==> src/hdl/x86alu_pkg.sv <==
// ----------------------------------------------------------------------------
// x86alu_pkg
// shared types and operation codes for the 16-bit x86-style alu
// ----------------------------------------------------------------------------
package x86alu_pkg;

    localparam int DataW = 16;
    localparam int ByteW = 8;
    localparam int ActW  = 5;
    localparam int CntW  = 8;
    localparam int StepW = 5;

    localparam logic [ActW-1:0] ACT_ADD  = 5'd0;
    localparam logic [ActW-1:0] ACT_ADC  = 5'd1;
    localparam logic [ActW-1:0] ACT_SUB  = 5'd2;
    localparam logic [ActW-1:0] ACT_SBB  = 5'd3;
    localparam logic [ActW-1:0] ACT_INC  = 5'd4;
    localparam logic [ActW-1:0] ACT_DEC  = 5'd5;
    localparam logic [ActW-1:0] ACT_NEG  = 5'd6;
    localparam logic [ActW-1:0] ACT_AND  = 5'd7;
    localparam logic [ActW-1:0] ACT_OR   = 5'd8;
    localparam logic [ActW-1:0] ACT_XOR  = 5'd9;
    localparam logic [ActW-1:0] ACT_CMC  = 5'd10;
    localparam logic [ActW-1:0] ACT_ROL  = 5'd11;
    localparam logic [ActW-1:0] ACT_ROR  = 5'd12;
    localparam logic [ActW-1:0] ACT_RCL  = 5'd13;
    localparam logic [ActW-1:0] ACT_RCR  = 5'd14;
    localparam logic [ActW-1:0] ACT_SHL  = 5'd15;
    localparam logic [ActW-1:0] ACT_SHR  = 5'd16;
    localparam logic [ActW-1:0] ACT_SAR  = 5'd17;
    localparam logic [ActW-1:0] ACT_MUL  = 5'd18;
    localparam logic [ActW-1:0] ACT_IMUL = 5'd19;
    localparam logic [ActW-1:0] ACT_DIV  = 5'd20;

    typedef struct packed {
        logic [ActW-1:0]  action;
        logic             wide;
        logic             signed_divide;
        logic [DataW-1:0] dest_value;
        logic [DataW-1:0] src_value;
        logic [CntW-1:0]  shift_count;
        logic [DataW-1:0] ax_in;
        logic [DataW-1:0] dx_in;
        logic             carry_in;
        logic             overflow_in;
    } t_req;

    typedef struct packed {
        logic [DataW-1:0] result_low;
        logic [DataW-1:0] result_high;
        logic             carry_out;
        logic             overflow_out;
        logic             divide_error;
    } t_rsp;

    typedef struct packed {
        logic load;
        logic step;
        logic finish;
    } t_cmd;

    typedef struct packed {
        logic [StepW-1:0] steps;
    } t_stat;

endpackage

==> src/hdl/x86alu_if.sv <==
// ----------------------------------------------------------------------------
// x86alu_if
// valid/ready channels carrying alu requests and responses
// ----------------------------------------------------------------------------
interface x86alu_req_if;
    import x86alu_pkg::*;
    logic valid;
    logic ready;
    t_req data;
    modport source (output valid, output data, input ready);
    modport sink (input valid, input data, output ready);
endinterface

interface x86alu_rsp_if;
    import x86alu_pkg::*;
    logic valid;
    logic ready;
    t_rsp data;
    modport source (output valid, output data, input ready);
    modport sink (input valid, input data, output ready);
endinterface

==> src/hdl/x86_16bit_alu_unit.sv <==
// ----------------------------------------------------------------------------
// x86_16bit_alu_unit
// 8086-style alu: arithmetic, logic, shifts, rotates, multiply and divide
// ----------------------------------------------------------------------------
// One request is handled at a time. A request is loaded, then iterates as
// often as the operation needs, then completes: the simple arithmetic, logic,
// cmc and multiply operations do not iterate, shifts and rotates iterate for
// their reduced count (at most 17 iterations of the one-bit shifter), and
// divides for 8 or 16 steps of the restoring divider, which yields one
// quotient bit per cycle; a zero divisor or an unsigned quotient overflow is
// caught at load and the divide then does not iterate. The
// response is held in an output register, so the next request is taken while
// it waits.
module x86_16bit_alu_unit (
    input  logic          i_clk,
    input  logic          i_rst_n,
    x86alu_req_if.sink    i_req,
    x86alu_rsp_if.source  o_rsp
);
    import x86alu_pkg::*;

    t_cmd  w_cmd;
    t_stat w_stat;

    x86alu_ctrl u_ctrl (
        .i_clk       (i_clk),
        .i_rst_n     (i_rst_n),
        .i_req_valid (i_req.valid),
        .o_req_ready (i_req.ready),
        .o_rsp_valid (o_rsp.valid),
        .i_rsp_ready (o_rsp.ready),
        .i_stat      (w_stat),
        .o_cmd       (w_cmd)
    );

    x86alu_dp u_dp (
        .i_clk  (i_clk),
        .i_req  (i_req.data),
        .i_cmd  (w_cmd),
        .o_stat (w_stat),
        .o_rsp  (o_rsp.data)
    );

endmodule

==> src/hdl/x86alu_ctrl.sv <==
// ----------------------------------------------------------------------------
// x86alu_ctrl
// sequences load, iteration and completion of one request
// ----------------------------------------------------------------------------
module x86alu_ctrl (
    input  logic                i_clk,
    input  logic                i_rst_n,
    input  logic                i_req_valid,
    output logic                o_req_ready,
    output logic                o_rsp_valid,
    input  logic                i_rsp_ready,
    input  x86alu_pkg::t_stat   i_stat,
    output x86alu_pkg::t_cmd    o_cmd
);
    import x86alu_pkg::*;

    localparam logic [1:0] ST_IDLE = 2'd0;
    localparam logic [1:0] ST_RUN  = 2'd1;
    localparam logic [1:0] ST_FIN  = 2'd2;

    logic [1:0]       r_state, n_state;
    logic [StepW-1:0] r_cnt, n_cnt;
    logic             r_valid, n_valid;
    logic             w_slot_free;

    assign o_req_ready = (r_state == ST_IDLE);
    assign o_rsp_valid = r_valid;
    assign w_slot_free = !r_valid || i_rsp_ready;

    always_comb begin
        n_state = r_state;
        n_cnt   = r_cnt;
        o_cmd   = '0;
        unique case (r_state)
            ST_IDLE: begin
                if (i_req_valid) begin
                    o_cmd.load = 1'b1;
                    n_cnt      = '0;
                    n_state    = ST_RUN;
                end
            end
            ST_RUN: begin
                if (r_cnt == i_stat.steps) begin
                    n_state = ST_FIN;
                end else begin
                    o_cmd.step = 1'b1;
                    n_cnt      = r_cnt + StepW'(1);
                end
            end
            ST_FIN: begin
                if (w_slot_free) begin
                    o_cmd.finish = 1'b1;
                    n_state      = ST_IDLE;
                end
            end
            default: n_state = ST_IDLE;
        endcase
    end

    always_comb begin
        n_valid = r_valid;
        if (r_valid && i_rsp_ready) n_valid = 1'b0;
        if (o_cmd.finish) n_valid = 1'b1;
    end

    always_ff @(posedge i_clk) begin
        if (!i_rst_n) begin
            r_state <= ST_IDLE;
            r_cnt   <= '0;
            r_valid <= 1'b0;
        end else begin
            r_state <= n_state;
            r_cnt   <= n_cnt;
            r_valid <= n_valid;
        end
    end

endmodule

==> src/hdl/x86alu_dp.sv <==
// ----------------------------------------------------------------------------
// x86alu_dp
// operand registers, one-bit shifter, multiplier and restoring divider
// ----------------------------------------------------------------------------
module x86alu_dp (
    input  logic                i_clk,
    input  x86alu_pkg::t_req    i_req,
    input  x86alu_pkg::t_cmd    i_cmd,
    output x86alu_pkg::t_stat   o_stat,
    output x86alu_pkg::t_rsp    o_rsp
);
    import x86alu_pkg::*;

    function automatic logic [StepW-1:0] mod9(input logic [CntW-1:0] c);
        logic [5:0] x;
        x = 6'd36 + {2'b0, c[3:0]} - {1'b0, c[7:4], 1'b0};
        for (int k = 0; k < 5; k++) begin
            if (x >= 6'd9) x = x - 6'd9;
        end
        return x[StepW-1:0];
    endfunction

    function automatic logic [StepW-1:0] mod17(input logic [CntW-1:0] c);
        logic [5:0] x;
        x = 6'd17 + {2'b0, c[3:0]} - {2'b0, c[7:4]};
        if (x >= 6'd17) x = x - 6'd17;
        return x[StepW-1:0];
    endfunction

    // request registers
    logic [ActW-1:0]  r_act;
    logic             r_wide, r_sdiv, r_cnt1;
    logic [DataW-1:0] r_ax, r_dx;
    logic             r_cf, r_of;
    // working registers
    logic [DataW-1:0] r_d;
    logic [StepW-1:0] r_steps;
    logic [31:0]      r_prod;
    logic [DataW:0]   r_rem;
    logic [DataW-1:0] r_quo, r_dvs;
    logic             r_nneg, r_dneg, r_err;
    t_rsp             r_rsp;

    // load-side signals
    logic [DataW-1:0] w_mask, w_d, w_s, w_a, w_alu;
    logic             w_cf, w_of;
    logic [StepW-1:0] w_steps, w_bits, w_rot;
    logic signed [16:0] w_ma, w_ms;
    logic signed [33:0] w_p;
    logic [31:0]      w_n32, w_nmag;
    logic [DataW-1:0] w_ax_neg, w_smag, w_hi, w_lo;
    logic             w_nneg, w_sneg, w_lerr;

    always_comb begin
        w_mask = i_req.wide ? 16'hFFFF : 16'h00FF;
        w_d    = i_req.dest_value & w_mask;
        w_s    = i_req.src_value & w_mask;
        w_a    = i_req.ax_in & w_mask;
        w_bits = i_req.wide ? StepW'(16) : StepW'(8);
        w_cf   = i_req.carry_in;
        w_of   = i_req.overflow_in;
        w_alu  = '0;
        case (i_req.action)
            ACT_ADD: w_alu = w_d + w_s;
            ACT_ADC: w_alu = w_d + w_s + {15'b0, i_req.carry_in};
            ACT_SUB: w_alu = w_d - w_s;
            ACT_SBB: w_alu = w_d - w_s - {15'b0, i_req.carry_in};
            ACT_INC: w_alu = w_d + 16'd1;
            ACT_DEC: w_alu = w_d - 16'd1;
            ACT_NEG: w_alu = 16'd0 - w_d;
            ACT_AND: begin w_alu = w_d & w_s; w_cf = 1'b0; w_of = 1'b0; end
            ACT_OR:  begin w_alu = w_d | w_s; w_cf = 1'b0; w_of = 1'b0; end
            ACT_XOR: begin w_alu = w_d ^ w_s; w_cf = 1'b0; w_of = 1'b0; end
            ACT_CMC: w_cf = !i_req.carry_in;
            ACT_ROL, ACT_ROR, ACT_RCL, ACT_RCR, ACT_SHL, ACT_SHR, ACT_SAR: w_alu = w_d;
            default: w_alu = '0;
        endcase
        w_alu = w_alu & w_mask;

        // iteration count
        w_rot = i_req.wide ? {1'b0, i_req.shift_count[3:0]}
                           : {2'b0, i_req.shift_count[2:0]};
        if (w_rot == '0 && i_req.shift_count != '0) w_rot = w_bits;
        w_steps = '0;
        case (i_req.action)
            ACT_ROL, ACT_ROR: w_steps = w_rot;
            ACT_RCL, ACT_RCR: w_steps = i_req.wide ? mod17(i_req.shift_count)
                                                   : mod9(i_req.shift_count);
            ACT_SHL, ACT_SHR, ACT_SAR:
                w_steps = (i_req.shift_count > CntW'(w_bits + StepW'(1)))
                        ? w_bits + StepW'(1) : i_req.shift_count[StepW-1:0];
            default: w_steps = '0;
        endcase

        // shared signed multiplier, zero extension for mul
        if (i_req.action == ACT_IMUL) begin
            w_ma = i_req.wide ? {w_a[15], w_a} : {{9{w_a[7]}}, w_a[7:0]};
            w_ms = i_req.wide ? {w_s[15], w_s} : {{9{w_s[7]}}, w_s[7:0]};
        end else begin
            w_ma = {1'b0, w_a};
            w_ms = {1'b0, w_s};
        end
        w_p = w_ma * w_ms;

        // divide set-up on magnitudes
        w_n32    = {i_req.dx_in, i_req.ax_in};
        w_ax_neg = 16'd0 - i_req.ax_in;
        w_nneg   = i_req.signed_divide && (i_req.wide ? i_req.dx_in[15] : i_req.ax_in[15]);
        w_sneg   = i_req.signed_divide && (i_req.wide ? w_s[15] : w_s[7]);
        if (i_req.wide) w_nmag = w_nneg ? 32'd0 - w_n32 : w_n32;
        else            w_nmag = {16'b0, w_nneg ? w_ax_neg : i_req.ax_in};
        w_smag = w_sneg ? ((16'd0 - w_s) & w_mask) : w_s;
        w_hi   = i_req.wide ? w_nmag[31:16] : {8'b0, w_nmag[15:8]};
        w_lo   = i_req.wide ? w_nmag[15:0] : {w_nmag[7:0], 8'b0};
        w_lerr = (w_s == '0) || (w_hi >= w_smag);
        if (i_req.action == ACT_DIV && !w_lerr) w_steps = w_bits;
    end

    // one iteration
    logic [DataW-1:0] w_top, w_smask, w_sd;
    logic             w_msb, w_scf;
    logic [DataW:0]   w_rem2;
    logic             w_qbit;

    always_comb begin
        w_smask = r_wide ? 16'hFFFF : 16'h00FF;
        w_top   = r_wide ? 16'h8000 : 16'h0080;
        w_msb   = r_wide ? r_d[15] : r_d[7];
        w_sd    = r_d;
        w_scf   = r_cf;
        case (r_act)
            ACT_ROL: begin w_scf = w_msb; w_sd = ((r_d << 1) | {15'b0, w_msb}) & w_smask; end
            ACT_ROR: begin w_scf = r_d[0]; w_sd = (r_d >> 1) | (r_d[0] ? w_top : 16'd0); end
            ACT_RCL: begin w_scf = w_msb; w_sd = ((r_d << 1) | {15'b0, r_cf}) & w_smask; end
            ACT_RCR: begin w_scf = r_d[0]; w_sd = (r_d >> 1) | (r_cf ? w_top : 16'd0); end
            ACT_SHL: begin w_scf = w_msb; w_sd = (r_d << 1) & w_smask; end
            ACT_SHR: begin w_scf = r_d[0]; w_sd = r_d >> 1; end
            ACT_SAR: begin w_scf = r_d[0]; w_sd = (r_d >> 1) | (r_d & w_top); end
            default: ;
        endcase
        w_rem2 = {r_rem[DataW-1:0], r_quo[DataW-1]};
        w_qbit = (w_rem2 >= {1'b0, r_dvs});
    end

    // completion
    logic [DataW-1:0] w_q, w_r, w_sq, w_sr, w_ph;
    logic             w_derr, w_mflag;
    t_rsp             w_rsp;

    always_comb begin
        w_q    = r_wide ? r_quo : {8'b0, r_quo[7:0]};
        w_r    = r_rem[DataW-1:0];
        w_derr = r_err || (r_sdiv && (w_q > ((r_wide ? 16'h8000 : 16'h0080) - 16'd1)));
        w_sq   = ((r_nneg ^ r_dneg) ? 16'd0 - w_q : w_q) & (r_wide ? 16'hFFFF : 16'h00FF);
        w_sr   = (r_nneg ? 16'd0 - w_r : w_r) & (r_wide ? 16'hFFFF : 16'h00FF);
        w_ph   = r_wide ? r_prod[31:16] : {8'b0, r_prod[15:8]};
        if (r_act == ACT_IMUL)
            w_mflag = (w_ph != ((r_wide ? r_prod[15] : r_prod[7]) ? w_smask : 16'd0));
        else
            w_mflag = (w_ph != 16'd0);

        w_rsp.result_low   = r_d;
        w_rsp.result_high  = r_dx;
        w_rsp.carry_out    = r_cf;
        w_rsp.overflow_out = r_of;
        w_rsp.divide_error = 1'b0;
        case (r_act)
            ACT_RCL: if (r_cnt1) w_rsp.overflow_out = w_msb ^ r_cf;
            ACT_RCR: if (r_cnt1) w_rsp.overflow_out = r_wide ? r_d[15] ^ r_d[14]
                                                             : r_d[7] ^ r_d[6];
            ACT_MUL, ACT_IMUL: begin
                w_rsp.result_low   = r_prod[15:0];
                w_rsp.result_high  = r_wide ? r_prod[31:16] : r_dx;
                w_rsp.carry_out    = w_mflag;
                w_rsp.overflow_out = w_mflag;
            end
            ACT_DIV: begin
                if (w_derr) begin
                    w_rsp.result_low   = r_ax;
                    w_rsp.divide_error = 1'b1;
                end else if (r_wide) begin
                    w_rsp.result_low  = w_sq;
                    w_rsp.result_high = w_sr;
                end else begin
                    w_rsp.result_low = {w_sr[7:0], w_sq[7:0]};
                end
            end
            default: ;
        endcase
    end

    always_ff @(posedge i_clk) begin
        if (i_cmd.load) begin
            r_act   <= i_req.action;
            r_wide  <= i_req.wide;
            r_sdiv  <= i_req.signed_divide;
            r_cnt1  <= (i_req.shift_count == CntW'(1));
            r_ax    <= i_req.ax_in;
            r_dx    <= i_req.dx_in;
            r_cf    <= w_cf;
            r_of    <= w_of;
            r_d     <= w_alu;
            r_steps <= w_steps;
            r_prod  <= w_p[31:0];
            r_rem   <= {1'b0, w_hi};
            r_quo   <= w_lo;
            r_dvs   <= w_smag;
            r_nneg  <= w_nneg;
            r_dneg  <= w_sneg;
            r_err   <= w_lerr;
        end else if (i_cmd.step) begin
            if (r_act == ACT_DIV) begin
                r_rem <= w_qbit ? w_rem2 - {1'b0, r_dvs} : w_rem2;
                r_quo <= {r_quo[DataW-2:0], w_qbit};
            end else begin
                r_d  <= w_sd;
                r_cf <= w_scf;
            end
        end
        if (i_cmd.finish) r_rsp <= w_rsp;
    end

    assign o_stat.steps = r_steps;
    assign o_rsp        = r_rsp;

endmodule

==> src/flat_wrapper.sv <==
// flat-port wrapper written by rule: the top's interface ports become plain ports
module x86_16bit_alu_unit_flat import x86alu_pkg::*;
  (i_clk, i_rst_n, i_req_valid, i_req_data, i_req_ready, o_rsp_valid, o_rsp_data, o_rsp_ready);
  x86alu_req_if i_req_i ();
  x86alu_rsp_if o_rsp_i ();
  input  logic i_clk;
  input  logic i_rst_n;
  input wire logic [$bits(i_req_i.valid)-1:0] i_req_valid;
  input wire logic [$bits(i_req_i.data)-1:0] i_req_data;
  output wire logic [$bits(i_req_i.ready)-1:0] i_req_ready;
  output wire logic [$bits(o_rsp_i.valid)-1:0] o_rsp_valid;
  output wire logic [$bits(o_rsp_i.data)-1:0] o_rsp_data;
  input wire logic [$bits(o_rsp_i.ready)-1:0] o_rsp_ready;
  assign i_req_i.valid = i_req_valid;
  assign i_req_i.data = i_req_data;
  assign i_req_ready = i_req_i.ready;
  assign o_rsp_valid = o_rsp_i.valid;
  assign o_rsp_data = o_rsp_i.data;
  assign o_rsp_i.ready = o_rsp_ready;
  x86_16bit_alu_unit u_core (.i_clk(i_clk), .i_rst_n(i_rst_n), .i_req(i_req_i), .o_rsp(o_rsp_i));
endmodule
==> config.mk <==
export PLATFORM = sky130hd
export DESIGN_NAME = x86_16bit_alu_unit_flat
export DESIGN_NICKNAME = d
export VERILOG_FILES = /design/src/hdl/x86alu_pkg.sv /design/src/hdl/x86alu_if.sv /design/src/hdl/x86_16bit_alu_unit.sv /design/src/hdl/x86alu_ctrl.sv /design/src/hdl/x86alu_dp.sv /design/src/flat_wrapper.sv
export SDC_FILE = /design/constraint.sdc
export NUM_CORES = 2
export LEC_CHECK = 0
export BUFFER_PORTS_ARGS = -buffer_cell sky130_fd_sc_hd__buf_2
export CAP_MARGIN = 20
export CORE_ASPECT_RATIO = 0.5
export CORE_MARGIN = 2
export CORE_UTILIZATION = 58
export DETAILED_ROUTE_END_ITERATION = 10
export PLACE_DENSITY = 0.76
export RECOVER_POWER = 50
export SLEW_MARGIN = 20
export SYNTH_ARGS = -nofsm -noshare
export SYNTH_HDL_FRONTEND = slang
export SYNTH_SLANG_ARGS = --single-unit
==> constraint.sdc <==
create_clock -name i_clk -period 10.8 [get_ports i_clk]
set_input_delay 1.62 -clock i_clk [delete_from_list [all_inputs] [get_ports i_clk]]
set_output_delay 1.62 -clock i_clk [all_outputs]
set_load 0.02 [all_outputs]
Word level (Yosys, flattened, before mapping)
Index checks and enable logic that the tools add are counted.
{"block": "word_totals", "inputBits": 85, "wordCells": 248, "ff_bits": 189, "out_inout_bits": 37}
{"block": "op_classes", "n_lt_le_gt_ge": 10, "eq_ne": 39, "n_addsub": 27, "n_reduce_logical": 37, "bitwise": 23, "n_mul": 1, "n_mux": 86}
{"op": "2-to-1 mux 16 bit", "count": 29}
{"op": "AND 16 bit", "count": 12}
{"op": "one-hot mux 16 bit (11 select lines)", "count": 1}
{"op": "one-hot mux 16 bit (7 select lines)", "count": 1}
{"op": "subtractor 1 x 16 -> 16 bit, first input constant", "count": 5}
{"op": "2-to-1 mux 17 bit", "count": 4}
{"op": "== test 5 x 4 -> 1 bit, second input constant", "count": 13}
{"op": "2-to-1 mux 32 bit", "count": 2}
{"op": "one-hot mux 32 bit (2 select lines)", "count": 1}
{"op": "2-to-1 mux 6 bit", "count": 8}
{"op": "bitwise OR 15 x 16 -> 16 bit", "count": 3}
{"op": "== test 5 bit, second input constant", "count": 9}
{"op": "2-to-1 mux 5 bit", "count": 9}
{"op": "multiplier 17 x 17 -> 32 bit", "count": 1}
{"op": "bitwise OR 16 x 1 -> 16 bit", "count": 2}
{"op": "subtractor 1 x 32 -> 32 bit, first input constant", "count": 1}
{"op": "subtractor 16 x 1 -> 16 bit, second input constant", "count": 2}
{"op": "subtractor 16 bit", "count": 2}
{"op": ">= comparator 6 x 4 -> 1 bit, second input constant", "count": 5}
{"op": "subtractor 6 x 4 -> 6 bit, second input constant", "count": 4}
{"op": "2-to-1 mux 1 bit", "count": 21}
{"op": "== test 5 x 3 -> 1 bit, second input constant", "count": 4}
{"op": ">= comparator 17 x 16 -> 1 bit", "count": 1}
{"op": "adder 16 x 1 -> 16 bit", "count": 1}
{"op": "50 further kinds", "count": 82}

Depth between registers and ports, before layout
{"block": "depth", "depth_word": 19, "ltp_mapped": 33, "mapped_depth_nobuf": 29}

Hierarchy
A second synthesis with hierarchy kept.
{"block": "unflattened", "hier_cells": 3134, "area_unflattened_um2": 27181.1}
{"mod": "x86alu_dp", "cells_per_inst": 3068, "area_each_um2": 26671.8, "seq_area_each_um2": 5435.2, "instances": 1}
{"mod": "x86alu_ctrl", "cells_per_inst": 66, "area_each_um2": 509.2, "seq_area_each_um2": 160.2, "instances": 1}

Worst setup path before layout
OpenSTA, ideal clock, no wires.
{"block": "synth_timing", "path_type": "input to register", "from": "input port i_req_data[79]", "to": "register u_core.u_dp.r_prod[30] (data pin)", "setup_slack_ns": 1.712, "n_path_buf": 4, "arrival_time_ns": 8.826, "cell_stages": 32, "setup_time_ns": 0.262, "t_required_ns": 10.538, "path_cell_list": "clkbuf_1 -> nor2_1 -> nand2_1 -> nor2_1 -> and3_1 -> clkbuf_1 -> clkbuf_1 -> a21o_1 -> clkbuf_1 -> nand2_1 -> fa_1 -> inv_1 -> fa_1 -> inv_1 -> fa_1 -> inv_1 -> fa_1 -> inv_1 -> fa_1 -> inv_1 -> fa_1 -> ha_1 -> or4_1 -> nor3_1 -> a21oi_1 -> a311o_1 -> o221a_2 -> o21ai_0 -> nand2b_1 -> a211oi_1 -> a21oi_1 -> xor2_1"}
{"block": "synth_via", "elab_chain_cells": 3, "elab_cells_between_ends": 4, "cone_classes": "mul (1); eq/ne (1); mux (2)"}
{"element": "from (decl)", "line": "flat_wrapper.sv:9", "source": "input wire logic [$bits(i_req_i.data)-1:0] i_req_data;"}
{"element": "== test 5 bit *", "line": "x86alu_dp.sv:96", "source": "if (i_req.action == ACT_IMUL) begin"}
{"element": "2-to-1 mux 17 bit", "line": "x86alu_dp.sv:96"}
{"element": "multiplier 17 x 17 -> 32 bit *", "line": "x86alu_dp.sv:103", "source": "w_p = w_ma * w_ms;"}
{"element": "named net u_core.u_dp.w_p[30]", "line": "x86alu_dp.sv:49", "source": "logic signed [33:0] w_p;"}
{"element": "to (signal assigned)", "line": "x86alu_dp.sv:204", "source": "r_prod <= w_p[31:0];"}
{"element": "to (decl)", "line": "x86alu_dp.sv:38", "source": "logic [31:0] r_prod;"}
Mark *: on every way through the listed nets, which the timed path passes. The rest lies on a longest branch.
A chain may end at the register's enable or synchronous reset.

Final worst setup path
{"block": "layout_timing", "from": "input port i_req_data[80]", "to": "register u_core.u_dp.r_prod[31] (data pin)"}
The elaborated chain is that of the path after synthesis.

==> metrics.cfg <==
[cts]
clkLatencyLatePin_ns = 0.46
cts_inserted_buffers = 17
holdBufCountCts = 0
clockBufferDepth = 2
post-cts-setup-buffers = 0
path_clk_slew_ns = 0.08
clockRootBuffer = clkbuf_16
post_cts_resized = 0
clock_sinks = 189
h-tree-depth = 4
tritoncts = yes

[critical_path]
cpMaxStageDelayCell = and3_1
cp.required_ns = 10.99
crit_top_cell = fa_1
cp.arrival_ns = 10.07
crit_path_start_kind = input pin
crit_type = in2reg
crit_fanout = 17
slowest_delay_ns = 0.61
cp-end-kind = flip-flop
path_buf_inv = 4
critPathTopFamily = adder cells

[power_and_ir_drop]
intPower_uw = 2370
vdd_drop_max_v = 0.000159
clockPowerShare = 0.149
power.switching_uw = 2060
total_power_uw = 4440
share_comb_of_total_power = 0.595
switching_share = 0.465
powerDensity_mw_per_mm2 = 155
power.leakage_uw = 0.0124
seqPwrFrac = 0.256

[status]
violations = capacitance limit, slew limit
status = finished, violations left

[synthesis]
seq_area_frac_synth = 0.208
ys_types = 102
ys.flop_type = edfxtp_1
yosysTopAreaCell = fa_1
syn_nets = 3648
avgSynthCellArea_um2 = 8.79
synth_top_area_frac = 0.214
postSynthCellCount = 3066
synth_top_cells_by_count = inv_1, nand2_1, fa_1
ys_seq_elements = 189
ys_top_cells_by_area = fa_1, edfxtp_1, ha_1
async_reset_ff_frac = 0
netlist_area_mm2 = 0.0270
synth_edf_count = 181
synth_most_common_cell = inv_1
yosysWarnings = 0

[global_route]
grt_start_max_net_pins = 75
grt_pass1_wl_um = 131000
overflow = 0
grt_pass1_vias = 23000
antenna_found_initial = 2
track_usage = 0.356

[sta]
fin_skew_ns = 0.0152
rsz0062_at_grt = false
setup-tns-final_ns = 0
layout_setup_ws_ns = 0.921
slew_headroom = -1.36
finalCritPeriodShare = 0.915
max_slew.worst_pin.slew_ns = 3.54
period_minus_slack_ns = 9.88
setup_viol = 0
max_freq_mhz = 101
finalHoldViolCount = 0
drv_slew = 249

[run]
drv_cap = 7

[floorplanning]
die_x_um = 309
die_y_um = 156
initial_core_util = 0.592
num_rows = 55
die_area_mm2 = 0.0483
coreArea_mm2 = 0.0456
ios = 122

[min_path]
hold_class = reg2reg

[drt]
via_per_inst = 6.31
drtIter0Drc = 3334
wl_per_cell_um = 22.6
drc = 0
dr.pass1.iters = 8
antenna_left = 0
wl_um = 84800
vias = 23700

[layout]
finalNetCount = 3696
nFillCells = 3906
area.growth.synth_to_final_pct = 6.13
drive_gt1_frac = 0.0508
final_util = 0.628

[placed_design]
dp_slack_ns = 0.719
hpwl_um = 66700
routabilityCongestion = 0.995
io_buffer_count = 121

==> flip-flops by register name, indices dropped and copies added (netlist names), 2 cells and up <==
signal	cells
u_core.u_dp.r_prod	32
u_core.u_ctrl.r_state	2
u_core.u_dp.r_rem	16
u_core.u_dp.r_dvs	16
u_core.u_dp.r_d	16
u_core.u_dp.o_rsp	35
u_core.u_ctrl.r_cnt	5
u_core.u_dp.r_quo	16
u_core.u_dp.r_ax	16
u_core.u_dp.r_act	5
u_core.u_dp.r_dx	16
u_core.u_dp.o_stat	5
==> area by class of cell <==
| class | count | area [um2] | area share |
|---|---|---|---|
| timing repair buffer | 149 | 696 | 0.0243 |
| clock inverter | 15 | 186 | 0.00652 |
| clock buffer | 17 | 425 | 0.0149 |
| multi-input combinational | 2350 | 19400 | 0.678 |
| sequential | 189 | 5600 | 0.196 |
| inverter | 407 | 1530 | 0.0534 |
| tap | 627 | 785 | 0.0274 |
| antenna | 1 | 2.50 | 0.0000875 |
==> stage by stage <==
| step | hold WS [ns] | cells | cell area [um2] |
|---|---|---|---|
| finish | 0.511 | 3755 | 28600 |
| global route | 0.536 | 3754 | 28600 |
| CTS | 0.517 | 3753 | 28700 |
| detailed placement | 0.503 | 3721 | 28100 |
| global placement | 0.498 | 3721 | 28100 |
| floorplan | 0.492 | 3066 | 27000 |
==> metal layers <==
metal  track usage  vias up  wire length, um
li1              -    10500                -
met3        0.0855      240            10500
met5             0        -                0
met2         0.541     1390            36400
met4         0.132        0             3450
met1         0.497    11500            34400
==> cells by family (layout without fill, tap and decap cells) <==
kind of cell / count (synthesis) / count (layout) / synth area share
AO/OA/AOI/OAI: 656 / 656 / 0.159
XOR/XNOR: 199 / 199 / 0.0655
adder cells (fa/ha/maj): 497 / 497 / 0.311
buffers and inverters: 527 / 588 / 0.0741
flip-flops: 189 / 189 / 0.208
multiplexers: 52 / 52 / 0.0200
other: 0 / 1 / 0
AND/OR/NAND/NOR: 946 / 946 / 0.163
==> cells in the final DEF (no fill, tap or decap), types with 82 or more instances in the layout <==
cell	instances
o21ai_0	154
inv_1	402
xnor2_1	132
ha_1	209
edfxtp_1	181
fa_1	288
nor2_1	246
clkbuf_1	82
a21oi_1	181
nand2_1	353
==> tightest hold or removal path, cell delays in order (launching register included) <==
cell and delay, ns:
edfxtp_1 0.32, nand2_1 0.05, nand2_1 0.06
==> power groups by stage <==
| stage | clock, uW | combinational [uW] | sequential, uW |
|---|---|---|---|
| floorplan | 0 | 1930 | 1080 |
| global placement | 0 | 2470 | 1130 |
| detailed placement | 0 | 2550 | 1140 |
| CTS | 663 | 2590 | 1120 |
| global route | 685 | 2920 | 1140 |
| finish | 660 | 2640 | 1140 |
==> path summary, 6_finish.rpt <==
kind | from | to | slack (ns) | cells after the start
setup / recovery | i_req_data[80] | u_core.u_dp.r_prod[31] | 0.92 | 27
hold / removal | u_core.u_dp.r_ax[6] | u_core.u_dp.o_rsp[25] | 0.51 | 2
setup reg to reg | u_core.u_ctrl.r_state[0] | u_core.u_dp.r_d[13] | 4.87 | 9
hold reg to reg | u_core.u_dp.r_ax[6] | u_core.u_dp.o_rsp[25] | 0.51 | 2
Power figures use the tool's default switching activity.
